## config.mk

```make
export PLATFORM = sky130hd
export DESIGN_NAME = hrf_front
export DESIGN_NICKNAME = d
export VERILOG_FILES = /design/src/design/hll_riemann_flux_top_assert.svh /design/src/design/hrf_pkg.sv /design/src/design/hrf_front.sv
export SDC_FILE = /design/constraint.sdc
export NUM_CORES = 1
export LEC_CHECK = 0
export ABC_AREA = 0
export BUFFER_PORTS_ARGS = -buffer_cell sky130_fd_sc_hd__buf_2
export CORE_AREA = 2 2 343 345
export CTS_CLUSTER_DIAMETER = 120
export CTS_CLUSTER_SIZE = 16
export DETAILED_ROUTE_END_ITERATION = 10
export DIE_AREA = 0 0 345 347
export PLACE_DENSITY = 0.35
export SLEW_MARGIN = 20
export SYNTH_ARGS = -nofsm -noshare
export SYNTH_HDL_FRONTEND = slang
export SYNTH_SLANG_ARGS = --single-unit
export TNS_END_PERCENT = 30
```

## constraint.sdc

```tcl
create_clock -name i_clk -period 18.15 [get_ports i_clk]
set_input_delay 0.9075 -clock i_clk [delete_from_list [all_inputs] [get_ports i_clk]]
set_output_delay 0.9075 -clock i_clk [all_outputs]
set_load 0.005 [all_outputs]
```

## src/design/hll_riemann_flux_top_assert.svh

```systemverilog
// Assertion macros for the HLL flux block; clock i_clk, active-low reset i_rst_n.
`ifndef HLL_RIEMANN_FLUX_TOP_ASSERT_SVH
`define HLL_RIEMANN_FLUX_TOP_ASSERT_SVH

// Same-cycle implication
`define HRF_ASSERT_IMP(lbl, ante, cons, msg) \
    lbl: assert property (@(posedge i_clk) disable iff (!i_rst_n) (ante) |-> (cons)) \
        else $error(msg);

// Next-cycle implication
`define HRF_ASSERT_NXT(lbl, ante, cons, msg) \
    lbl: assert property (@(posedge i_clk) disable iff (!i_rst_n) (ante) |=> (cons)) \
        else $error(msg);

`endif

```

## src/design/hrf_pkg.sv

```systemverilog
`default_nettype none

package hrf_pkg;

    localparam int WORD_W  = 32;
    localparam int FRAC_W  = 16;
    localparam int GAMMA_W = 18;
    localparam int MEM_AW  = 7;
    localparam int PC_W    = 7;

    localparam logic [GAMMA_W-1:0] GAMMA_RST = 18'd91750;

    typedef logic signed [WORD_W-1:0] t_word;

    localparam t_word WORD_MAX = {1'b0, {(WORD_W-1){1'b1}}};
    localparam t_word WORD_MIN = {1'b1, {(WORD_W-1){1'b0}}};
    localparam t_word HALF     = t_word'(64'd1 << (FRAC_W-1));
    localparam t_word ONE      = t_word'(64'd1 << FRAC_W);

    // One interface job: stored left state, right state, normal axis
    typedef struct packed {
        logic         present;
        logic         axis;
        t_word [8:0]  lw;
        t_word [8:0]  rw;
    } t_job;

    localparam logic [1:0] REGION_LEFT  = 2'd0;
    localparam logic [1:0] REGION_RIGHT = 2'd1;
    localparam logic [1:0] REGION_BLEND = 2'd2;

    // Micro-op codes of the back end sequencer
    localparam logic [3:0] OP_ADD    = 4'd0;
    localparam logic [3:0] OP_SUB    = 4'd1;
    localparam logic [3:0] OP_MIN    = 4'd2;
    localparam logic [3:0] OP_MAX    = 4'd3;
    localparam logic [3:0] OP_MUL    = 4'd4;
    localparam logic [3:0] OP_DIV    = 4'd5;
    localparam logic [3:0] OP_SQRT   = 4'd6;
    localparam logic [3:0] OP_SQRTF  = 4'd7;
    localparam logic [3:0] OP_POS2   = 4'd8;
    localparam logic [3:0] OP_DECIDE = 4'd9;
    localparam logic [3:0] OP_OUTS   = 4'd10;
    localparam logic [3:0] OP_OUTW   = 4'd11;
    localparam logic [3:0] OP_FIN    = 4'd12;

    localparam logic [PC_W-1:0] PC_SEL   = 7'd46;
    localparam logic [PC_W-1:0] PC_FIN   = 7'd50;
    localparam logic [PC_W-1:0] PC_BLEND = 7'd51;

    typedef struct packed {
        logic [3:0]        op;
        logic [MEM_AW-1:0] dst;
        logic [MEM_AW-1:0] src_a;
        logic [MEM_AW-1:0] src_b;
    } t_uop;

    function automatic t_uop mk(input logic [3:0] op, input logic [MEM_AW-1:0] d,
                                input logic [MEM_AW-1:0] a, input logic [MEM_AW-1:0] b);
        t_uop u;
        u.op    = op;
        u.dst   = d;
        u.src_a = a;
        u.src_b = b;
        return u;
    endfunction

    // Scratch map: 0..8 left, 9..17 right, 18 gamma, 19 half, 20 one,
    // 21/22 left/right normal momentum, 24 and up temporaries.
    function automatic t_uop uop_rom(input logic [PC_W-1:0] pc);
        t_uop u;
        unique case (pc)
            7'd0:  u = mk(OP_DIV,   7'd24, 7'd21, 7'd0);
            7'd1:  u = mk(OP_DIV,   7'd25, 7'd22, 7'd9);
            7'd2:  u = mk(OP_MUL,   7'd26, 7'd18, 7'd4);
            7'd3:  u = mk(OP_DIV,   7'd27, 7'd26, 7'd0);
            7'd4:  u = mk(OP_SQRT,  7'd28, 7'd27, 7'd0);
            7'd5:  u = mk(OP_MUL,   7'd29, 7'd18, 7'd13);
            7'd6:  u = mk(OP_DIV,   7'd30, 7'd29, 7'd9);
            7'd7:  u = mk(OP_SQRT,  7'd31, 7'd30, 7'd0);
            7'd8:  u = mk(OP_ADD,   7'd32, 7'd28, 7'd31);
            7'd9:  u = mk(OP_MUL,   7'd33, 7'd19, 7'd32);
            7'd10: u = mk(OP_ADD,   7'd34, 7'd0,  7'd9);
            7'd11: u = mk(OP_MUL,   7'd35, 7'd19, 7'd34);
            7'd12: u = mk(OP_MUL,   7'd36, 7'd35, 7'd33);
            7'd13: u = mk(OP_ADD,   7'd37, 7'd4,  7'd13);
            7'd14: u = mk(OP_MUL,   7'd38, 7'd19, 7'd37);
            7'd15: u = mk(OP_SUB,   7'd39, 7'd25, 7'd24);
            7'd16: u = mk(OP_MUL,   7'd40, 7'd19, 7'd39);
            7'd17: u = mk(OP_MUL,   7'd41, 7'd40, 7'd36);
            7'd18: u = mk(OP_SUB,   7'd42, 7'd38, 7'd41);
            7'd19: u = mk(OP_ADD,   7'd43, 7'd25, 7'd24);
            7'd20: u = mk(OP_MUL,   7'd44, 7'd19, 7'd43);
            7'd21: u = mk(OP_SUB,   7'd45, 7'd13, 7'd4);
            7'd22: u = mk(OP_MUL,   7'd46, 7'd19, 7'd45);
            7'd23: u = mk(OP_DIV,   7'd47, 7'd46, 7'd36);
            7'd24: u = mk(OP_SUB,   7'd48, 7'd44, 7'd47);
            7'd25: u = mk(OP_DIV,   7'd49, 7'd35, 7'd33);
            7'd26: u = mk(OP_SUB,   7'd50, 7'd24, 7'd48);
            7'd27: u = mk(OP_MUL,   7'd51, 7'd50, 7'd49);
            7'd28: u = mk(OP_ADD,   7'd52, 7'd0,  7'd51);
            7'd29: u = mk(OP_SUB,   7'd53, 7'd25, 7'd48);
            7'd30: u = mk(OP_MUL,   7'd54, 7'd53, 7'd49);
            7'd31: u = mk(OP_SUB,   7'd55, 7'd9,  7'd54);
            7'd32: u = mk(OP_MUL,   7'd56, 7'd18, 7'd42);
            7'd33: u = mk(OP_DIV,   7'd57, 7'd56, 7'd52);
            7'd34: u = mk(OP_POS2,  7'd0,  7'd42, 7'd52);
            7'd35: u = mk(OP_SQRTF, 7'd59, 7'd57, 7'd0);
            7'd36: u = mk(OP_DIV,   7'd60, 7'd56, 7'd55);
            7'd37: u = mk(OP_POS2,  7'd0,  7'd42, 7'd55);
            7'd38: u = mk(OP_SQRTF, 7'd61, 7'd60, 7'd0);
            7'd39: u = mk(OP_SUB,   7'd62, 7'd24, 7'd28);
            7'd40: u = mk(OP_SUB,   7'd63, 7'd48, 7'd59);
            7'd41: u = mk(OP_MIN,   7'd64, 7'd62, 7'd63);
            7'd42: u = mk(OP_ADD,   7'd65, 7'd25, 7'd31);
            7'd43: u = mk(OP_ADD,   7'd66, 7'd48, 7'd61);
            7'd44: u = mk(OP_MAX,   7'd67, 7'd65, 7'd66);
            7'd45: u = mk(OP_DECIDE, 7'd0, 7'd64, 7'd67);
            7'd46: u = mk(OP_OUTS,  7'd0,  7'd5,  7'd14);
            7'd47: u = mk(OP_OUTS,  7'd1,  7'd6,  7'd15);
            7'd48: u = mk(OP_OUTS,  7'd2,  7'd7,  7'd16);
            7'd49: u = mk(OP_OUTS,  7'd3,  7'd8,  7'd17);
            7'd50: u = mk(OP_FIN,   7'd0,  7'd0,  7'd0);
            7'd51: u = mk(OP_MUL,   7'd68, 7'd64, 7'd67);
            7'd52: u = mk(OP_SUB,   7'd69, 7'd67, 7'd64);
            7'd53: u = mk(OP_DIV,   7'd70, 7'd20, 7'd69);
            7'd54: u = mk(OP_MUL,   7'd71, 7'd67, 7'd5);
            7'd55: u = mk(OP_MUL,   7'd72, 7'd64, 7'd14);
            7'd56: u = mk(OP_SUB,   7'd73, 7'd71, 7'd72);
            7'd57: u = mk(OP_SUB,   7'd74, 7'd9,  7'd0);
            7'd58: u = mk(OP_MUL,   7'd75, 7'd68, 7'd74);
            7'd59: u = mk(OP_ADD,   7'd76, 7'd73, 7'd75);
            7'd60: u = mk(OP_MUL,   7'd77, 7'd76, 7'd70);
            7'd61: u = mk(OP_MUL,   7'd78, 7'd67, 7'd6);
            7'd62: u = mk(OP_MUL,   7'd79, 7'd64, 7'd15);
            7'd63: u = mk(OP_SUB,   7'd80, 7'd78, 7'd79);
            7'd64: u = mk(OP_SUB,   7'd81, 7'd10, 7'd1);
            7'd65: u = mk(OP_MUL,   7'd82, 7'd68, 7'd81);
            7'd66: u = mk(OP_ADD,   7'd83, 7'd80, 7'd82);
            7'd67: u = mk(OP_MUL,   7'd84, 7'd83, 7'd70);
            7'd68: u = mk(OP_MUL,   7'd85, 7'd67, 7'd7);
            7'd69: u = mk(OP_MUL,   7'd86, 7'd64, 7'd16);
            7'd70: u = mk(OP_SUB,   7'd87, 7'd85, 7'd86);
            7'd71: u = mk(OP_SUB,   7'd88, 7'd11, 7'd2);
            7'd72: u = mk(OP_MUL,   7'd89, 7'd68, 7'd88);
            7'd73: u = mk(OP_ADD,   7'd90, 7'd87, 7'd89);
            7'd74: u = mk(OP_MUL,   7'd91, 7'd90, 7'd70);
            7'd75: u = mk(OP_MUL,   7'd92, 7'd67, 7'd8);
            7'd76: u = mk(OP_MUL,   7'd93, 7'd64, 7'd17);
            7'd77: u = mk(OP_SUB,   7'd94, 7'd92, 7'd93);
            7'd78: u = mk(OP_SUB,   7'd95, 7'd12, 7'd3);
            7'd79: u = mk(OP_MUL,   7'd96, 7'd68, 7'd95);
            7'd80: u = mk(OP_ADD,   7'd97, 7'd94, 7'd96);
            7'd81: u = mk(OP_MUL,   7'd98, 7'd97, 7'd70);
            7'd82: u = mk(OP_OUTW,  7'd0,  7'd77, 7'd0);
            7'd83: u = mk(OP_OUTW,  7'd1,  7'd84, 7'd0);
            7'd84: u = mk(OP_OUTW,  7'd2,  7'd91, 7'd0);
            7'd85: u = mk(OP_OUTW,  7'd3,  7'd98, 7'd0);
            default: u = mk(OP_FIN, 7'd0,  7'd0,  7'd0);
        endcase
        return u;
    endfunction

    // Magnitude of a signed word; the most negative value maps to 2^31
    function automatic logic [WORD_W-1:0] mag(input t_word v);
        return v[WORD_W-1] ? (~v + 1'b1) : v;
    endfunction

    // Apply sign to a magnitude and saturate to the word range
    function automatic t_word sat_mag(input logic neg, input logic [47:0] m);
        logic big;
        big = |m[47:WORD_W-1];
        if (!neg) begin
            return big ? WORD_MAX : t_word'(m[WORD_W-1:0]);
        end
        return big ? WORD_MIN : t_word'(~m[WORD_W-1:0] + 1'b1);
    endfunction

    // Saturating add or subtract
    function automatic t_word sat_addsub(input t_word a, input t_word b, input logic sub);
        logic signed [WORD_W:0] s;
        s = sub ? ({a[WORD_W-1], a} - {b[WORD_W-1], b}) : ({a[WORD_W-1], a} + {b[WORD_W-1], b});
        if (s[WORD_W] != s[WORD_W-1]) begin
            return s[WORD_W] ? WORD_MIN : WORD_MAX;
        end
        return t_word'(s[WORD_W-1:0]);
    endfunction

endpackage

`default_nettype wire

```

## src/design/hrf_front.sv

```systemverilog
`default_nettype none

module hrf_front (
    input  logic                 i_clk,
    input  logic                 i_rst_n,
    input  logic                 i_in_valid,
    output logic                 o_in_stall,
    input  logic                 i_side,
    input  logic                 i_axis,
    input  hrf_pkg::t_word [8:0] i_words,
    input  logic                 i_q_full,
    output logic                 o_push,
    output hrf_pkg::t_job        o_job
);

    hrf_pkg::t_word [8:0] r_left;
    logic                 r_lp, n_lp;
    logic                 acc;

    assign o_in_stall = i_q_full;
    assign acc        = i_in_valid && !i_q_full;
    assign o_push     = acc && i_side;

    // Build the job from the stored left state and the arriving right state
    always_comb begin
        o_job.present = r_lp;
        o_job.axis    = i_axis;
        o_job.lw      = r_left;
        o_job.rw      = i_words;
    end

    // Set on a left item, drop on a right item
    always_comb begin
        n_lp = r_lp;
        if (acc) begin
            n_lp = !i_side;
        end
    end

    always_ff @(posedge i_clk) begin
        if (!i_rst_n) begin
            r_lp <= 1'b0;
        end else begin
            r_lp <= n_lp;
        end
    end

    // Hold the left state
    always_ff @(posedge i_clk) begin
        if (acc && !i_side) begin
            r_left <= i_words;
        end
    end

endmodule

`default_nettype wire

```

==> out/metrics.yaml <==
p_clk_share_pct: 36.4
path_class: "in2reg"
synth.avg_cell_area_sq_um: 18.6
first_pass_iters: 4
area_growth_pct: 44.8
grt_pass1_wl_um: 61200
finalSetupViolCount: 0
busiest_layer: "met2"
fin_nets: 1490
power_density_mw_per_mm2: 91.9
place_area_sq_mm: 0.0150
grt-ovfl-total: 0
critPathSlowestCell: "buf_4"
die_w_um: 345
cap_violations: 0
ios: 874
p_switching_w: 0.000353
crit_arrival_ns: 3.70
start_util_pct: 9.41
final_area_sq_mm: 0.0158
irDropWorstVdd_mv: 0.0746
grt_util_met3_pct: 2.90
synth_edf_count: 288
r2r_setup_slack_ns: 17.53
postRouteAntennaNets: 0
internal-power_w: 0.00110
num_vias: 7035
slew_violations: 0
period_minus_slack_ns: 3.48
worstSetupStartpointType: "input port"
drt-total-wl_um: 47600
crit_top_cell: "buf_4"
synth_seq_area_share_pct: 79.6
hold_violations: 0
synthTopCellsByArea: "edfxtp_1, buf_4, dfxtp_1, a211oi_2, and3b_1"
clk_path_buf_depth: 3
cts_tree: "built"
pwr-share-seq_pct: 53.7
wl_per_cell_um: 17.4
grt_max_degree: 114
crit_end: "o_job[512]"
clkLatencyLatePin_ns: 0.58
core_area_sq_mm: 0.116
drtIter0Drc: 442
grt.met2_usage_pct: 12.5
num_rows: 125
path_cells: "buf_2 -> nand2b_1 -> nor2_4 -> buf_4 -> buf_4 -> buf_4"
postSynthNetCount: 880
syn_inst: 586
place_hpwl_um: 39400
cts_buffers: 24
grt.total_usage_pct: 7.34
yosysUniqueCellTypes: 8
cts_setup_buffers: 0
grt.met1_usage_pct: 8.53
port_buffers: 871
cts_hold_buf: 0
hp-class: "reg2reg"
syn_area_sq_mm: 0.0109
postLayoutCoreUtil_pct: 13.6
crit_start: "i_q_full"
yosysTopAreaCellShare_pct: 79.4
drc: 0
fmax_ghz: 0.287
critPathMaxStageDelay_ns: 0.78
max_slew.worst_pin.slew_ns: 0.963
p_comb_share_pct: 10.0
rsz0062_at_grt: "no"
skew_ns: 0
via_per_inst: 2.57
design.die.area_sq_mm: 0.120
drive_gt1_share_pct: 75.2
status: "completed"
power.leakage_nw: 6.47
routabilityCongestion: 0.831
cp_max_fo: 71
antenna_found_initial: 18
ys_warn_count: 0
timing.rr.start: "r_lp"
yosys_most_used_dff: "edfxtp_1"
r2r_end: "r_lp"
synth.most_common_cell: "buf_4"
async_reset_ff_share_pct: 0
slew_headroom_pct: 35.8
setup_tns_ns: 0
htreeDepth: 1
netSwitchingFraction_pct: 24.3
die_y_um: 347
yosys_register_bits: 289
r2r_cells: 2
cts_resized: 0
period_share_pct: 19.2
yosys.area.top_type: "edfxtp_1"
clk_pin_slew_ns: 0.07
cts.sinks: 289
cts_root_buffer: "clkbuf_16"
synthTopCellsByCount: "buf_4, edfxtp_1, inv_1"
cp.required_ns: 18.37
grt_pass1_vias: 7325
end_kind: "flop"
## routing by layer
metal,vias up,wire [um]
li1,3011,-
met1,3433,18700
met2,522,23000
met3,63,4510
met4,6,1330
met5,-,41
## stage by stage
stage	std cells	power, W	hold slack (ns)	setup WS [ns]
5_1_grt	2736	0.00152	0.426	14.47
6_report	2737	0.00145	0.479	14.67
3_5_place_dp	2694	0.000943	0.477	13.94
3_3_place_gp	2694	0.000944	0.483	14.01
4_1_cts	2731	0.00149	0.401	14.63
2_1_floorplan	586	0.000865	0.438	4.21
## worst min-delay path by stage
stage | end | cells after the start | start
finish | r_lp | 2 | r_lp
global route | o_job[341] | 1 | i_words[53]
CTS | o_job[468] | 1 | i_words[180]
detailed placement | r_lp | 2 | r_lp
global placement | r_lp | 2 | r_lp
floorplan | r_lp | 2 | r_lp
## sequential cells by signal, summed over array words and instances, names as in the netlist
register  flops
o_job       288
r_lp          1
## power groups by stage
stage | Combinational (W) | Sequential, W | Clock (W)
final | 0.000144 | 0.000778 | 0.000527
after global routing | 0.000156 | 0.000781 | 0.000583
after CTS | 0.000150 | 0.000779 | 0.000565
after detailed placement | 0.000150 | 0.000793 | 0
after global placement | 0.000150 | 0.000793 | 0
after floorplan | 0.0000591 | 0.000806 | 0
## cells in the final DEF (no fill, tap or decap), types with 2 or more instances in the layout
| master | netlist | layout |
|---|---|---|
| clkbuf_16 | 0 | 24 |
| clkbuf_1 | 0 | 5 |
| inv_1 | 2 | 2 |
| edfxtp_1 | 288 | 288 |
| diode_2 | 0 | 6 |
| clkinvlp_4 | 0 | 2 |
| buf_4 | 291 | 3 |
| inv_12 | 0 | 2 |
| buf_2 | 0 | 871 |
## logic make-up after synthesis
group           count (synthesis)  synth area share, %
buf+inv                       293                 20.1
flops                         289                 79.6
simple gates                    3                0.172
compound gates                  1                0.115
## worst max-delay path: cells and delay by family
family	cells	cell delay [ns]
simple gates	2	0.35
buf+inv	4	2.26
## layout make-up
cell class / count / area [sq um]
multi-input cells: 4 / 38.8
well taps: 1524 / 1910
flip-flops and latches: 289 / 8670
inverters: 2 / 7.51
clock buffers: 30 / 633
repair buffers: 875 / 4400
fillers: 13000 / 100000
clock inverters: 7 / 97.6
diodes: 6 / 15.0
No activity file was read; power rests on OpenSTA's default activity.
