[src/design/hll_riemann_flux_top_assert.svh]
// Assertion macros for the HLL flux block; clock i_clk, active-low reset i_rst_n.
`ifndef HLL_RIEMANN_FLUX_TOP_ASSERT_SVH
`define HLL_RIEMANN_FLUX_TOP_ASSERT_SVH

// Same-cycle implication
`define HRF_ASSERT_IMP(lbl, ante, cons, msg) \
    lbl: assert property (@(posedge i_clk) disable iff (!i_rst_n) (ante) |-> (cons)) \
        else $error(msg);

// Next-cycle implication
`define HRF_ASSERT_NXT(lbl, ante, cons, msg) \
    lbl: assert property (@(posedge i_clk) disable iff (!i_rst_n) (ante) |=> (cons)) \
        else $error(msg);

`endif

[src/design/hrf_pkg.sv]
`default_nettype none

package hrf_pkg;

    localparam int WORD_W  = 32;
    localparam int FRAC_W  = 16;
    localparam int GAMMA_W = 18;
    localparam int MEM_AW  = 7;
    localparam int PC_W    = 7;

    localparam logic [GAMMA_W-1:0] GAMMA_RST = 18'd91750;

    typedef logic signed [WORD_W-1:0] t_word;

    localparam t_word WORD_MAX = {1'b0, {(WORD_W-1){1'b1}}};
    localparam t_word WORD_MIN = {1'b1, {(WORD_W-1){1'b0}}};
    localparam t_word HALF     = t_word'(64'd1 << (FRAC_W-1));
    localparam t_word ONE      = t_word'(64'd1 << FRAC_W);

    // One interface job: stored left state, right state, normal axis
    typedef struct packed {
        logic         present;
        logic         axis;
        t_word [8:0]  lw;
        t_word [8:0]  rw;
    } t_job;

    localparam logic [1:0] REGION_LEFT  = 2'd0;
    localparam logic [1:0] REGION_RIGHT = 2'd1;
    localparam logic [1:0] REGION_BLEND = 2'd2;

    // Micro-op codes of the back end sequencer
    localparam logic [3:0] OP_ADD    = 4'd0;
    localparam logic [3:0] OP_SUB    = 4'd1;
    localparam logic [3:0] OP_MIN    = 4'd2;
    localparam logic [3:0] OP_MAX    = 4'd3;
    localparam logic [3:0] OP_MUL    = 4'd4;
    localparam logic [3:0] OP_DIV    = 4'd5;
    localparam logic [3:0] OP_SQRT   = 4'd6;
    localparam logic [3:0] OP_SQRTF  = 4'd7;
    localparam logic [3:0] OP_POS2   = 4'd8;
    localparam logic [3:0] OP_DECIDE = 4'd9;
    localparam logic [3:0] OP_OUTS   = 4'd10;
    localparam logic [3:0] OP_OUTW   = 4'd11;
    localparam logic [3:0] OP_FIN    = 4'd12;

    localparam logic [PC_W-1:0] PC_SEL   = 7'd46;
    localparam logic [PC_W-1:0] PC_FIN   = 7'd50;
    localparam logic [PC_W-1:0] PC_BLEND = 7'd51;

    typedef struct packed {
        logic [3:0]        op;
        logic [MEM_AW-1:0] dst;
        logic [MEM_AW-1:0] src_a;
        logic [MEM_AW-1:0] src_b;
    } t_uop;

    function automatic t_uop mk(input logic [3:0] op, input logic [MEM_AW-1:0] d,
                                input logic [MEM_AW-1:0] a, input logic [MEM_AW-1:0] b);
        t_uop u;
        u.op    = op;
        u.dst   = d;
        u.src_a = a;
        u.src_b = b;
        return u;
    endfunction

    // Scratch map: 0..8 left, 9..17 right, 18 gamma, 19 half, 20 one,
    // 21/22 left/right normal momentum, 24 and up temporaries.
    function automatic t_uop uop_rom(input logic [PC_W-1:0] pc);
        t_uop u;
        unique case (pc)
            7'd0:  u = mk(OP_DIV,   7'd24, 7'd21, 7'd0);
            7'd1:  u = mk(OP_DIV,   7'd25, 7'd22, 7'd9);
            7'd2:  u = mk(OP_MUL,   7'd26, 7'd18, 7'd4);
            7'd3:  u = mk(OP_DIV,   7'd27, 7'd26, 7'd0);
            7'd4:  u = mk(OP_SQRT,  7'd28, 7'd27, 7'd0);
            7'd5:  u = mk(OP_MUL,   7'd29, 7'd18, 7'd13);
            7'd6:  u = mk(OP_DIV,   7'd30, 7'd29, 7'd9);
            7'd7:  u = mk(OP_SQRT,  7'd31, 7'd30, 7'd0);
            7'd8:  u = mk(OP_ADD,   7'd32, 7'd28, 7'd31);
            7'd9:  u = mk(OP_MUL,   7'd33, 7'd19, 7'd32);
            7'd10: u = mk(OP_ADD,   7'd34, 7'd0,  7'd9);
            7'd11: u = mk(OP_MUL,   7'd35, 7'd19, 7'd34);
            7'd12: u = mk(OP_MUL,   7'd36, 7'd35, 7'd33);
            7'd13: u = mk(OP_ADD,   7'd37, 7'd4,  7'd13);
            7'd14: u = mk(OP_MUL,   7'd38, 7'd19, 7'd37);
            7'd15: u = mk(OP_SUB,   7'd39, 7'd25, 7'd24);
            7'd16: u = mk(OP_MUL,   7'd40, 7'd19, 7'd39);
            7'd17: u = mk(OP_MUL,   7'd41, 7'd40, 7'd36);
            7'd18: u = mk(OP_SUB,   7'd42, 7'd38, 7'd41);
            7'd19: u = mk(OP_ADD,   7'd43, 7'd25, 7'd24);
            7'd20: u = mk(OP_MUL,   7'd44, 7'd19, 7'd43);
            7'd21: u = mk(OP_SUB,   7'd45, 7'd13, 7'd4);
            7'd22: u = mk(OP_MUL,   7'd46, 7'd19, 7'd45);
            7'd23: u = mk(OP_DIV,   7'd47, 7'd46, 7'd36);
            7'd24: u = mk(OP_SUB,   7'd48, 7'd44, 7'd47);
            7'd25: u = mk(OP_DIV,   7'd49, 7'd35, 7'd33);
            7'd26: u = mk(OP_SUB,   7'd50, 7'd24, 7'd48);
            7'd27: u = mk(OP_MUL,   7'd51, 7'd50, 7'd49);
            7'd28: u = mk(OP_ADD,   7'd52, 7'd0,  7'd51);
            7'd29: u = mk(OP_SUB,   7'd53, 7'd25, 7'd48);
            7'd30: u = mk(OP_MUL,   7'd54, 7'd53, 7'd49);
            7'd31: u = mk(OP_SUB,   7'd55, 7'd9,  7'd54);
            7'd32: u = mk(OP_MUL,   7'd56, 7'd18, 7'd42);
            7'd33: u = mk(OP_DIV,   7'd57, 7'd56, 7'd52);
            7'd34: u = mk(OP_POS2,  7'd0,  7'd42, 7'd52);
            7'd35: u = mk(OP_SQRTF, 7'd59, 7'd57, 7'd0);
            7'd36: u = mk(OP_DIV,   7'd60, 7'd56, 7'd55);
            7'd37: u = mk(OP_POS2,  7'd0,  7'd42, 7'd55);
            7'd38: u = mk(OP_SQRTF, 7'd61, 7'd60, 7'd0);
            7'd39: u = mk(OP_SUB,   7'd62, 7'd24, 7'd28);
            7'd40: u = mk(OP_SUB,   7'd63, 7'd48, 7'd59);
            7'd41: u = mk(OP_MIN,   7'd64, 7'd62, 7'd63);
            7'd42: u = mk(OP_ADD,   7'd65, 7'd25, 7'd31);
            7'd43: u = mk(OP_ADD,   7'd66, 7'd48, 7'd61);
            7'd44: u = mk(OP_MAX,   7'd67, 7'd65, 7'd66);
            7'd45: u = mk(OP_DECIDE, 7'd0, 7'd64, 7'd67);
            7'd46: u = mk(OP_OUTS,  7'd0,  7'd5,  7'd14);
            7'd47: u = mk(OP_OUTS,  7'd1,  7'd6,  7'd15);
            7'd48: u = mk(OP_OUTS,  7'd2,  7'd7,  7'd16);
            7'd49: u = mk(OP_OUTS,  7'd3,  7'd8,  7'd17);
            7'd50: u = mk(OP_FIN,   7'd0,  7'd0,  7'd0);
            7'd51: u = mk(OP_MUL,   7'd68, 7'd64, 7'd67);
            7'd52: u = mk(OP_SUB,   7'd69, 7'd67, 7'd64);
            7'd53: u = mk(OP_DIV,   7'd70, 7'd20, 7'd69);
            7'd54: u = mk(OP_MUL,   7'd71, 7'd67, 7'd5);
            7'd55: u = mk(OP_MUL,   7'd72, 7'd64, 7'd14);
            7'd56: u = mk(OP_SUB,   7'd73, 7'd71, 7'd72);
            7'd57: u = mk(OP_SUB,   7'd74, 7'd9,  7'd0);
            7'd58: u = mk(OP_MUL,   7'd75, 7'd68, 7'd74);
            7'd59: u = mk(OP_ADD,   7'd76, 7'd73, 7'd75);
            7'd60: u = mk(OP_MUL,   7'd77, 7'd76, 7'd70);
            7'd61: u = mk(OP_MUL,   7'd78, 7'd67, 7'd6);
            7'd62: u = mk(OP_MUL,   7'd79, 7'd64, 7'd15);
            7'd63: u = mk(OP_SUB,   7'd80, 7'd78, 7'd79);
            7'd64: u = mk(OP_SUB,   7'd81, 7'd10, 7'd1);
            7'd65: u = mk(OP_MUL,   7'd82, 7'd68, 7'd81);
            7'd66: u = mk(OP_ADD,   7'd83, 7'd80, 7'd82);
            7'd67: u = mk(OP_MUL,   7'd84, 7'd83, 7'd70);
            7'd68: u = mk(OP_MUL,   7'd85, 7'd67, 7'd7);
            7'd69: u = mk(OP_MUL,   7'd86, 7'd64, 7'd16);
            7'd70: u = mk(OP_SUB,   7'd87, 7'd85, 7'd86);
            7'd71: u = mk(OP_SUB,   7'd88, 7'd11, 7'd2);
            7'd72: u = mk(OP_MUL,   7'd89, 7'd68, 7'd88);
            7'd73: u = mk(OP_ADD,   7'd90, 7'd87, 7'd89);
            7'd74: u = mk(OP_MUL,   7'd91, 7'd90, 7'd70);
            7'd75: u = mk(OP_MUL,   7'd92, 7'd67, 7'd8);
            7'd76: u = mk(OP_MUL,   7'd93, 7'd64, 7'd17);
            7'd77: u = mk(OP_SUB,   7'd94, 7'd92, 7'd93);
            7'd78: u = mk(OP_SUB,   7'd95, 7'd12, 7'd3);
            7'd79: u = mk(OP_MUL,   7'd96, 7'd68, 7'd95);
            7'd80: u = mk(OP_ADD,   7'd97, 7'd94, 7'd96);
            7'd81: u = mk(OP_MUL,   7'd98, 7'd97, 7'd70);
            7'd82: u = mk(OP_OUTW,  7'd0,  7'd77, 7'd0);
            7'd83: u = mk(OP_OUTW,  7'd1,  7'd84, 7'd0);
            7'd84: u = mk(OP_OUTW,  7'd2,  7'd91, 7'd0);
            7'd85: u = mk(OP_OUTW,  7'd3,  7'd98, 7'd0);
            default: u = mk(OP_FIN, 7'd0,  7'd0,  7'd0);
        endcase
        return u;
    endfunction

    // Magnitude of a signed word; the most negative value maps to 2^31
    function automatic logic [WORD_W-1:0] mag(input t_word v);
        return v[WORD_W-1] ? (~v + 1'b1) : v;
    endfunction

    // Apply sign to a magnitude and saturate to the word range
    function automatic t_word sat_mag(input logic neg, input logic [47:0] m);
        logic big;
        big = |m[47:WORD_W-1];
        if (!neg) begin
            return big ? WORD_MAX : t_word'(m[WORD_W-1:0]);
        end
        return big ? WORD_MIN : t_word'(~m[WORD_W-1:0] + 1'b1);
    endfunction

    // Saturating add or subtract
    function automatic t_word sat_addsub(input t_word a, input t_word b, input logic sub);
        logic signed [WORD_W:0] s;
        s = sub ? ({a[WORD_W-1], a} - {b[WORD_W-1], b}) : ({a[WORD_W-1], a} + {b[WORD_W-1], b});
        if (s[WORD_W] != s[WORD_W-1]) begin
            return s[WORD_W] ? WORD_MIN : WORD_MAX;
        end
        return t_word'(s[WORD_W-1:0]);
    endfunction

endpackage

`default_nettype wire

[src/design/hrf_queue.sv]
`default_nettype none

module hrf_queue (
    input  logic          i_clk,
    input  logic          i_rst_n,
    input  logic          i_push,
    input  hrf_pkg::t_job i_job,
    input  logic          i_pop,
    output logic          o_full,
    output logic          o_valid,
    output hrf_pkg::t_job o_head
);

    hrf_pkg::t_job r_slot [2];
    logic          r_wp, n_wp;
    logic          r_rp, n_rp;
    logic [1:0]    r_cnt, n_cnt;

    assign o_full  = (r_cnt == 2'd2);
    assign o_valid = (r_cnt != 2'd0);
    assign o_head  = r_slot[r_rp];

    // Advance pointers and count
    always_comb begin
        n_wp  = r_wp ^ i_push;
        n_rp  = r_rp ^ i_pop;
        n_cnt = r_cnt + {1'b0, i_push} - {1'b0, i_pop};
    end

    always_ff @(posedge i_clk) begin
        if (!i_rst_n) begin
            r_wp  <= 1'b0;
            r_rp  <= 1'b0;
            r_cnt <= 2'd0;
        end else begin
            r_wp  <= n_wp;
            r_rp  <= n_rp;
            r_cnt <= n_cnt;
        end
    end

    // Store pushed job
    always_ff @(posedge i_clk) begin
        if (i_push) begin
            r_slot[r_wp] <= i_job;
        end
    end

endmodule

`default_nettype wire

[config.mk]
export PLATFORM = sky130hd
export DESIGN_NAME = hrf_queue
export DESIGN_NICKNAME = d
export VERILOG_FILES = /design/src/design/hll_riemann_flux_top_assert.svh /design/src/design/hrf_pkg.sv /design/src/design/hrf_queue.sv
export SDC_FILE = /design/constraint.sdc
export NUM_CORES = 1
export LEC_CHECK = 0
export BUFFER_PORTS_ARGS = -buffer_cell sky130_fd_sc_hd__clkbuf_2
export CAP_MARGIN = 20
export CORE_AREA = 2 2 455 457
export CTS_BUF_LIST = sky130_fd_sc_hd__clkbuf_8 sky130_fd_sc_hd__clkbuf_16
export DETAILED_ROUTE_END_ITERATION = 8
export DIE_AREA = 0 0 457 459
export GPL_ROUTABILITY_DRIVEN = 0
export PLACE_DENSITY = 0.42
export SYNTH_ARGS = -nofsm -noshare
export SYNTH_HDL_FRONTEND = slang
export SYNTH_SLANG_ARGS = --single-unit
[constraint.sdc]
create_clock -name i_clk -period 17.38 [get_ports i_clk]
set_clock_uncertainty 0.1 [all_clocks]
set_input_delay 3.476 -clock i_clk [delete_from_list [all_inputs] [get_ports i_clk]]
set_output_delay 3.476 -clock i_clk [all_outputs]
set_load 0.03 [all_outputs]
==> out/results.tsv, run 1 <==
stage	metric	value	unit
layout	area_growth	29.4	%
critical_path	r2r_slack	12740	ps
clocking	cts.htree.levels	4	
critical_path	critPathMaxStageDelay	950	ps
global_route	grt_pass1_wl	181	mm
global_route	grt_pass1_vias	22738	
logic_synthesis	syn_nets	2405	
clocking	tritoncts	built	
layout	stdcell_count	5891	
job	maxCapViolCount	0	
critical_path	critical_path_arrival	4870	ps
power	vdd.ir_drop.worst	82.8	uV
clocking	clk_latency	770	ps
global_route	grt-ovfl-total	0	
logic_synthesis	synthDominantAreaCellType	edfxtp_1	
critical_path	crit-reg2reg-launch	r_wp$_SDFF_PN0_	
clocking	post_cts.repair.setup_buffers	0	
logic_synthesis	ys_warn_count	0	
clocking	holdBufCountCts	0	
floorplanning	dieArea	210000	um2
global_route	grt_usage	12.2	%
routing	wl	134	mm
logic_synthesis	synthTopCellsByArea	edfxtp_1 (79%), mux2_4 (17%), mux2_2 (2.0%)	
layout	final_nets	3664	
floorplanning	die_h	459	um
clocking	cts_buffers	138	
hold_path	hold_path.class	register to register	
logic_synthesis	synth-edff-count	1156	
critical_path	cp.required	13800	ps
critical_path	cp_max_fo	88	
floorplanning	die_x	457	um
critical_path	slowest_stage	dfxtp_4	
logic_synthesis	syn_area	44100	um2
logic_synthesis	async_flop_share	0	%
routing	drt_iter0_drc	1096	
sta	fmax	0.118	GHz
global_route	grt_max_degree	138	
critical_path	end_kind	output pin	
power	p_leak	22.1	nW
sta	rsz0062_at_grt	false	
logic_synthesis	synth.most_common_cell	edfxtp_1	
logic_synthesis	syn_inst	1819	
sta	worst_slew_pin_slew	1080	ps
place	io_buffers	1161	
critical_path	crit_top_cell	buf_4	
clocking	clk_pin_slew	50	ps
critical_path	r2r_cells	5	
global_route	antenna_found_initial	70	
clocking	clock_sinks	1161	
floorplanning	start_util	21.5	%
logic_synthesis	synthTopCellsByCount	edfxtp_1 (1156), mux2_4 (500), mux2_2 (78), buf_6 (31), buf_8 (25)	
routing	detail-route-antenna-nets	0	
floorplanning	coreArea	206000	um2
critical_path	reg2reg_to	r_slot[1][483]$_DFFE_PP_	
power	powerDensity	124	nW/um2
logic_synthesis	synth_area_per_cell	24.2	um2
critical_path	path_class	register to output pin	
routing	viasPerCell	3.78	
floorplanning	rows	167	
sta	fin_crit	8450	ps
critical_path	worstPathCellList	buf_12, buf_4, buf_4, mux2_4, clkbuf_2	
sta	period_share	48.6	%
clocking	clockRootBuffer	clkbuf_16	
sta	finalMaxSlewViolations	0	
logic_synthesis	synth_top_area_share	78.7	%
sta	maxSlewHeadroom	28.1	%
logic_synthesis	synth-seq-area-share	78.9	%
routing	drc	0	
sta	setup_viol	0	
sta	tns	0	ps
logic_synthesis	synth-seq-cells	1161	
routing	drt_first_pass_iters	4	
hold_path	hold_depth	2	
place	dp_cells	5642	
clocking	cts_resized	0	
layout	drive_above_1_share	61.1	%
layout	fillerInstances	20808	
logic_synthesis	yosysUniqueCellTypes	15	
clocking	clockBufferDepth	3	
run_status	status	complete, no violations	
critical_path	setup.worst_path.start_class	register	
logic_synthesis	synthFlopType	edfxtp_1	
place	dp_hpwl	96.4	mm
floorplanning	num_io_pins	1162	
routing	vias	22252	
routing	wl_per_cell	22.7	um
hold_path	holdCritStartpoint	r_rp$_SDFF_PN0_	
sta	final_hold_viol_count	0	
-- routing by layer --
layer / GRT usage, % / wire (um)
met2: 19.6 / 62800
met5: 0 / 205
met3: 5.96 / 13700
met1: 14.4 / 54000
met4: 3.63 / 3180
-- layout make-up --
class	instances	area (um2)	share of cell area (%)
diodes	12	30.0	0.0526
repair buffers	1183	6080	10.6
well taps	2704	3380	5.93
multi-input cells	591	8540	15.0
inverters	3	11.3	0.0197
clock buffers	141	3530	6.18
clock inverters	96	682	1.19
flip-flops and latches	1161	34800	61.0
-- where the power goes --
| part | total, W | internal, W | switching (W) |
|---|---|---|---|
| combinational | 0.00106 | 0.000381 | 0.000679 |
| sequential | 0.00332 | 0.00328 | 0.0000417 |
| clock | 0.00270 | 0.00155 | 0.00115 |
| total | 0.00708 | 0.00520 | 0.00187 |
-- flip-flops by register name, summed over array words and instances, names as in the netlist, named ones only --
signal,count
r_cnt,2
r_slot,1156
r_rp,1
r_wp,1
-- cell usage in the layout (no fill, tap or decap), types with 2 or more instances in the layout --
cell	count
clkbuf_2	1161
edfxtp_1	1156
mux2_4	500
clkbuf_16	141
mux2_2	78
inv_1	36
clkinv_1	29
buf_4	14
clkinv_2	13
diode_2	12
buf_12	8
bufinv_16	5
clkinv_8	4
inv_6	4
dfxtp_1	4
and2_1	3
nor2b_1	3
clkinvlp_4	3
ha_1	2
ha_4	2
clkinv_16	2
inv_16	2
-- worst max path at each step --
stage | depth (start not counted) | startpoint | endpoint | slack [ps]
after floorplan | 1 | i_push | r_slot[1][0]$_DFFE_PP_ | 6060
after CTS | 5 | register | o_head[6] | 8710
after global placement | 6 | i_push | r_slot[1][287]$_DFFE_PP_ | 9350
after global routing | 5 | register | o_head[6] | 8630
after detailed placement | 6 | i_push | r_slot[1][289]$_DFFE_PP_ | 9390
final | 5 | register | o_head[290] | 8930
-- cells by family after synthesis --
family                   after synthesis  share of synthesized area [%]
AND/OR/NAND/NOR                        7                         0.0993
adder cells (fa/ha/maj)                4                          0.113
multiplexers                         578                           19.0
buffers and inverters                 67                           1.77
XOR/XNOR                               2                         0.0709
flip-flops                          1161                           78.9
-- per-stage QoR --
step	utilization, %	power (W)	worst slack [ps]	cell area, um2	hold slack [ps]
floorplan	-	0.00414	6060	44100	446
global placement	25.7	0.00445	9350	52800	459
detailed placement	25.7	0.00446	9390	52800	458
CTS	27.7	0.00721	8710	57000	473
global route	27.7	0.00735	8630	57000	501
finish	27.8	0.00708	8930	57100	469
-- worst max-delay path, delay by kind of cell (launching register included) --
kind                   cells  cell delay [ps]
muxes                      1              360
DFF                        1              950
buffers and inverters      4             2440
Power figures use the tool's default switching activity.
==> run 2, diff against run 1 <==
PLACE_DENSITY = 0.4   (was 0.42)
clock period = 8.5 ns   (was 17.38 ns; I/O delays follow)
==> run 2 against run 1 <==
Against the previous run:
- total power increased by 110%
- critical path depth decreased by 1
- highest routed layer unchanged
- global-route usage increased by 0.79 points
- combinational power increased by 110%
- final cell count increased by 0.56%
- non-clock buffer count increased by 18
- via count increased by 0.76%
- sequential cell count unchanged
- clock power increased by 110%
- clock-buffer cell count increased by 2
==> out/results.tsv, run 2 (synthesis gave the netlist of run 1 again) <==
stage	metric	value	unit	change
run_status	status	complete, no violations		unchanged
floorplanning	die_h	459	um	unchanged
sta	worst_hold_slack	474	ps	was 469 ps
routing	wl	142	mm	was 134 mm
clocking	cts_buffers	140		was 138
clocking	cts_resized	0		unchanged
sta	rsz0062_at_grt	false		unchanged
sta	fmax	0.193	GHz	
layout	final_common_cell	clkbuf_2		unchanged
routing	drc	0		unchanged
routing	vias	22422		was 22.3k
global_route	grt-ovfl-total	0		unchanged
clocking	clockRootBuffer	clkbuf_16		unchanged
power	powerDensity	254	nW/um2	was 124 nW/um2
clocking	tritoncts	built		unchanged
clocking	clk_pin_slew	60	ps	was 50 ps
critical_path	cp_max_fo	118		was 88
sta	final_hold_viol_count	0		unchanged
place	dp_hpwl	104	mm	was 96.4 mm
sta	worst_slew_pin_slew	1200	ps	was 1080 ps
floorplanning	dieArea	210000	um2	unchanged
place	place_area	53000	um2	was 52800 um2
global_route	grt_usage	13.0	%	was 12.2%
place	io_buffers	1161		unchanged
routing	wl_per_cell	23.9	um	was 22.7 um
critical_path	cp.required	6700	ps	was 13800 ps
layout	drive_above_1_share	61.2	%	was 61.1%
power	vdd.ir_drop.worst	176	uV	was 82.8 uV
floorplanning	rows	167		unchanged
clocking	clock_sinks	1161		unchanged
hold_path	hold_path.class	register to register		unchanged
sta	fin_crit	5190	ps	
hold_path	holdCritStartpoint	r_rp$_SDFF_PN0_		unchanged
sta	maxSlewHeadroom	19.9	%	was 28.1%
clocking	clockBufferDepth	3		unchanged
floorplanning	start_util	21.5	%	unchanged
clocking	holdBufCountCts	0		unchanged
layout	largest_register	r_slot		unchanged
critical_path	setup.worst_path.start_class	register		unchanged
global_route	grt_pass1_wl	191	mm	was 181 mm
power	p_leak	22.3	nW	was 22.1 nW
floorplanning	die_x	457	um	unchanged
routing	drt_first_pass_iters	5		was 4
global_route	grt_pass1_vias	23504		was 22.7k
routing	viasPerCell	3.78		about the same
power	total_power	0.0146	W	was 0.00708 W
floorplanning	num_io_pins	1162		unchanged
sta	tns	0	ps	unchanged
global_route	antenna_found_initial	64		was 70
critical_path	path_class	register to output pin		unchanged
layout	top_regs	r_slot x1156, r_cnt x2		unchanged
global_route	grt_max_degree	136		was 138
sta	finalMaxSlewViolations	0		unchanged
clocking	post_cts.repair.setup_buffers	0		unchanged
critical_path	critical_path_arrival	3390	ps	was 4870 ps
layout	largest_reg_flops	1156		unchanged
layout	mostFrequentLayoutCells	clkbuf_2 (1161), edfxtp_1 (1156), mux2_4 (500)		unchanged
layout	area_growth	29.9	%	was 29.4%
routing	detail-route-antenna-nets	0		unchanged
layout	final_nets	3684		was 3664
floorplanning	coreArea	206000	um2	unchanged
clocking	cts.htree.levels	4		unchanged
layout	final_area	57300	um2	was 57100 um2
sta	period_share	61.0	%	
sta	setup_viol	0		unchanged
critical_path	crit-reg2reg-launch	r_wp$_SDFF_PN0_		unchanged
critical_path	end_kind	output pin		unchanged
job	maxCapViolCount	0		unchanged
clocking	clk_latency	770	ps	about the same
layout	fillerInstances	20898		was 20.8k
routing	drt_iter0_drc	1146		was 1096
place	dp_cells	5660		was 5642
layout	stdcell_count	5924		was 5891
-- run 2: cell types whose count changed in the layout (fill, tap and decap cells not counted) --
cell,delta
buf_12,+2
clkinv_1,+13
clkbuf_16,+2
diode_2,+7
inv_16,+1
clkinv_8,-2
buf_4,+16
inv_1,-7
clkinvlp_4,-1
clkinv_2,+2
-- run 2: area by class of cell --
type                    instances  area (um2)  share of cell area (%)
flip-flops and latches       1161       34800                    60.8
clock inverters               102         694                    1.21
clock buffers                 143        3580                    6.24
diodes                         19        47.5                  0.0830
repair buffers               1201        6240                    10.9
multi-input cells             591        8540                    14.9
inverters                       3        11.3                  0.0197
well taps                    2704        3380                    5.90
-- run 2: through the flow --
stage / utilization [%] / setup WS (ps)
after floorplan: - / 2140
after global placement: 25.8 / 3920
after detailed placement: 25.8 / 3820
after CTS: 27.8 / 2940
after global routing: 27.9 / 3030
final: 27.9 / 3310
-- run 2: final timing paths --
kind | endpoint | slack (ps) | cells past startpoint
setup / recovery | o_head[90] | 3310 | 4
hold / removal | register | 470 | 2
setup reg to reg | r_slot[0][356]$_DFFE_PP_ | 5700 | 4
hold reg to reg | register | 470 | 2
-- run 2: worst max-delay path, stage by stage, from the launching register on --
cell	delay (ps)
dfxtp_4	890
buf_12	540
buf_4	440
mux2_4	340
clkbuf_2	180
-- run 2: report_power, final --
part / internal, W / leakage [nW] / switching, W / total, W
clock network: 0.00320 / 2.19 / 0.00238 / 0.00559
logic: 0.000791 / 9.18 / 0.00142 / 0.00221
registers: 0.00670 / 10.9 / 0.0000877 / 0.00678
-- run 2: per-layer routing --
metal,GRT usage [%],share of wire (%)
met1,15.1,40
met2,21.0,47
met3,6.57,11
met5,0,0.25
met4,3.70,2.2
==> run 3, diff against run 2 <==
PLACE_DENSITY = 0.42   (was 0.4)
clock period = 4.5 ns   (was 8.5 ns; I/O delays follow)
==> run 3 against run 2 <==
Against the previous run:
- largest power group unchanged
- final cell count up 0.35%
- design area rose by 0.91%
- worst hold slack worse by 260 ps
- register-to-register slack worse by 3300 ps
- clock power grew 93%
- sequential share of layout area shrank 0.55 points
- die area unchanged
- combinational power up 92%
- sequential cell count unchanged
- critical path depth did not move
- core utilization grew 0.25 points
- wire length is 0.79% higher
==> out/results.tsv, run 3 (synthesis gave the netlist of run 1 again) <==
stage	metric	value	unit	change
run_status	status	complete, no violations		unchanged
global_route	grt-ovfl-total	0		unchanged
critical_path	path_class	register to output pin		unchanged
sta	period_share	82.3	%	
floorplanning	die_h	459	um	unchanged
global_route	grt_pass1_wl	191	mm	about the same
routing	wl	143	mm	was 142 mm
place	place_area	53400	um2	was 53000 um2
power	p_leak	22.5	nW	was 22.3 nW
layout	fillerInstances	20769		was 20.9k
routing	drc	0		unchanged
global_route	grt_pass1_vias	23349		was 23.5k
floorplanning	coreArea	206000	um2	unchanged
critical_path	setup.worst_path.start_class	register		unchanged
routing	viasPerCell	3.80		was 3.78
critical_path	end_kind	output pin		unchanged
layout	final_area	57800	um2	was 57300 um2
clocking	tritoncts	built		unchanged
critical_path	critical_path_arrival	2710	ps	was 3390 ps
global_route	grt_usage	13.1	%	was 13.0%
layout	area_growth	31.1	%	was 29.9%
clocking	clk_latency	750	ps	was 770 ps
clocking	clk_pin_slew	60	ps	about the same
critical_path	r2r_cells	3		was 4
hold_path	hold_path.class	input port to register		was register to register
layout	mostFrequentLayoutCells	clkbuf_2 (1161), edfxtp_1 (1156), mux2_4 (500)		unchanged
clocking	post_cts.repair.setup_buffers	0		unchanged
clocking	cts_resized	0		unchanged
clocking	holdBufCountCts	0		unchanged
global_route	grt_max_degree	106		was 136
power	vdd.ir_drop.worst	327	uV	was 176 uV
floorplanning	dieArea	210000	um2	unchanged
clocking	clockRootBuffer	clkbuf_16		unchanged
clocking	cts_buffers	140		unchanged
routing	drt_iter0_drc	1144		was 1146
critical_path	cp.required	3500	ps	was 6700 ps
layout	largest_reg_flops	1156		unchanged
place	dp_hpwl	106	mm	was 104 mm
sta	fin_crit	3710	ps	
floorplanning	start_util	21.5	%	unchanged
routing	drt_first_pass_iters	4		was 5
critical_path	cp_max_fo	28		was 118
sta	rsz0062_at_grt	false		unchanged
hold_path	hold_depth	1		was 2
layout	largest_register	r_slot		unchanged
floorplanning	die_x	457	um	unchanged
layout	drive_above_1_share	61.8	%	was 61.2%
global_route	antenna_found_initial	55		was 64
sta	maxSlewHeadroom	46.9	%	was 19.9%
layout	top_regs	r_slot x1156, r_cnt x2		unchanged
sta	tns	0	ps	unchanged
sta	finalMaxSlewViolations	0		unchanged
place	io_buffers	1161		unchanged
clocking	clockBufferDepth	3		unchanged
sta	worst_slew_pin_slew	796	ps	was 1200 ps
floorplanning	num_io_pins	1162		unchanged
layout	final_common_cell	clkbuf_2		unchanged
clocking	clock_sinks	1161		unchanged
floorplanning	rows	167		unchanged
sta	fmax	0.270	GHz	
power	powerDensity	482	nW/um2	was 254 nW/um2
sta	final_hold_viol_count	0		unchanged
routing	detail-route-antenna-nets	0		unchanged
routing	wl_per_cell	24.0	um	was 23.9 um
layout	final_nets	3712		was 3684
sta	setup_viol	0		unchanged
job	maxCapViolCount	0		unchanged
clocking	cts.htree.levels	4		unchanged
routing	vias	22606		was 22.4k
## run 3: where the power goes
group / total (W) / switching [W] / internal (W)
clock: 0.0108 / 0.00454 / 0.00630
sequential: 0.0128 / 0.000158 / 0.0126
combinational: 0.00424 / 0.00270 / 0.00154
total: 0.0279 / 0.00741 / 0.0205
## run 3: metal layers
layer	track usage, %	routed length (um)	share of wire [%]	vias to the layer above
met5	0	139	0.097	-
met4	3.32	3040	2.1	22
met3	6.34	14400	10	238
met2	21.6	68000	48	949
met1	15.1	57100	40	11453
li1	-	-	-	9944
## run 3: layout make-up
cell class | instances | area, um2 | share of cell area [%]
diodes | 11 | 27.5 | 0.0476
well taps | 2704 | 3380 | 5.85
inverters | 3 | 11.3 | 0.0195
flip-flops and latches | 1161 | 34800 | 60.2
clock buffers | 143 | 3580 | 6.19
repair buffers | 1229 | 6650 | 11.5
clock inverters | 103 | 825 | 1.43
multi-input cells | 591 | 8540 | 14.8
## run 3: per-stage QoR
| step | setup slack (ps) | utilization [%] | cells | power (W) | hold WS (ps) |
|---|---|---|---|---|---|
| 5_1_grt | 615 | 28.1 | 5935 | 0.0290 | 133 |
| 6_report | 794 | 28.1 | 5945 | 0.0279 | 211 |
| 3_5_place_dp | 1510 | 26.0 | 5688 | 0.0174 | 473 |
| 4_1_cts | 628 | 28.1 | 5934 | 0.0284 | 109 |
| 2_1_floorplan | -1060 | - | 1819 | 0.0159 | 455 |
| 3_3_place_gp | 1520 | 26.0 | 5688 | 0.0173 | 469 |
## run 3: worst paths after layout
check	endpoint	from	slack, ps
worst max-delay path	o_head[211]	register	790
worst min-delay path	r_slot[0][505]$_DFFE_PP_	i_job[505]	210
worst min register to register	r_rp$_SDFF_PN0_	r_rp$_SDFF_PN0_	480
worst max register to register	r_slot[1][320]$_DFFE_PP_	r_wp$_SDFF_PN0_	2360
## run 3: critical path, stage by stage (launching register included)
cell,delay [ps]
dfxtp_4,550
buf_12,320
buf_4,410
mux2_4,330
clkbuf_2,190
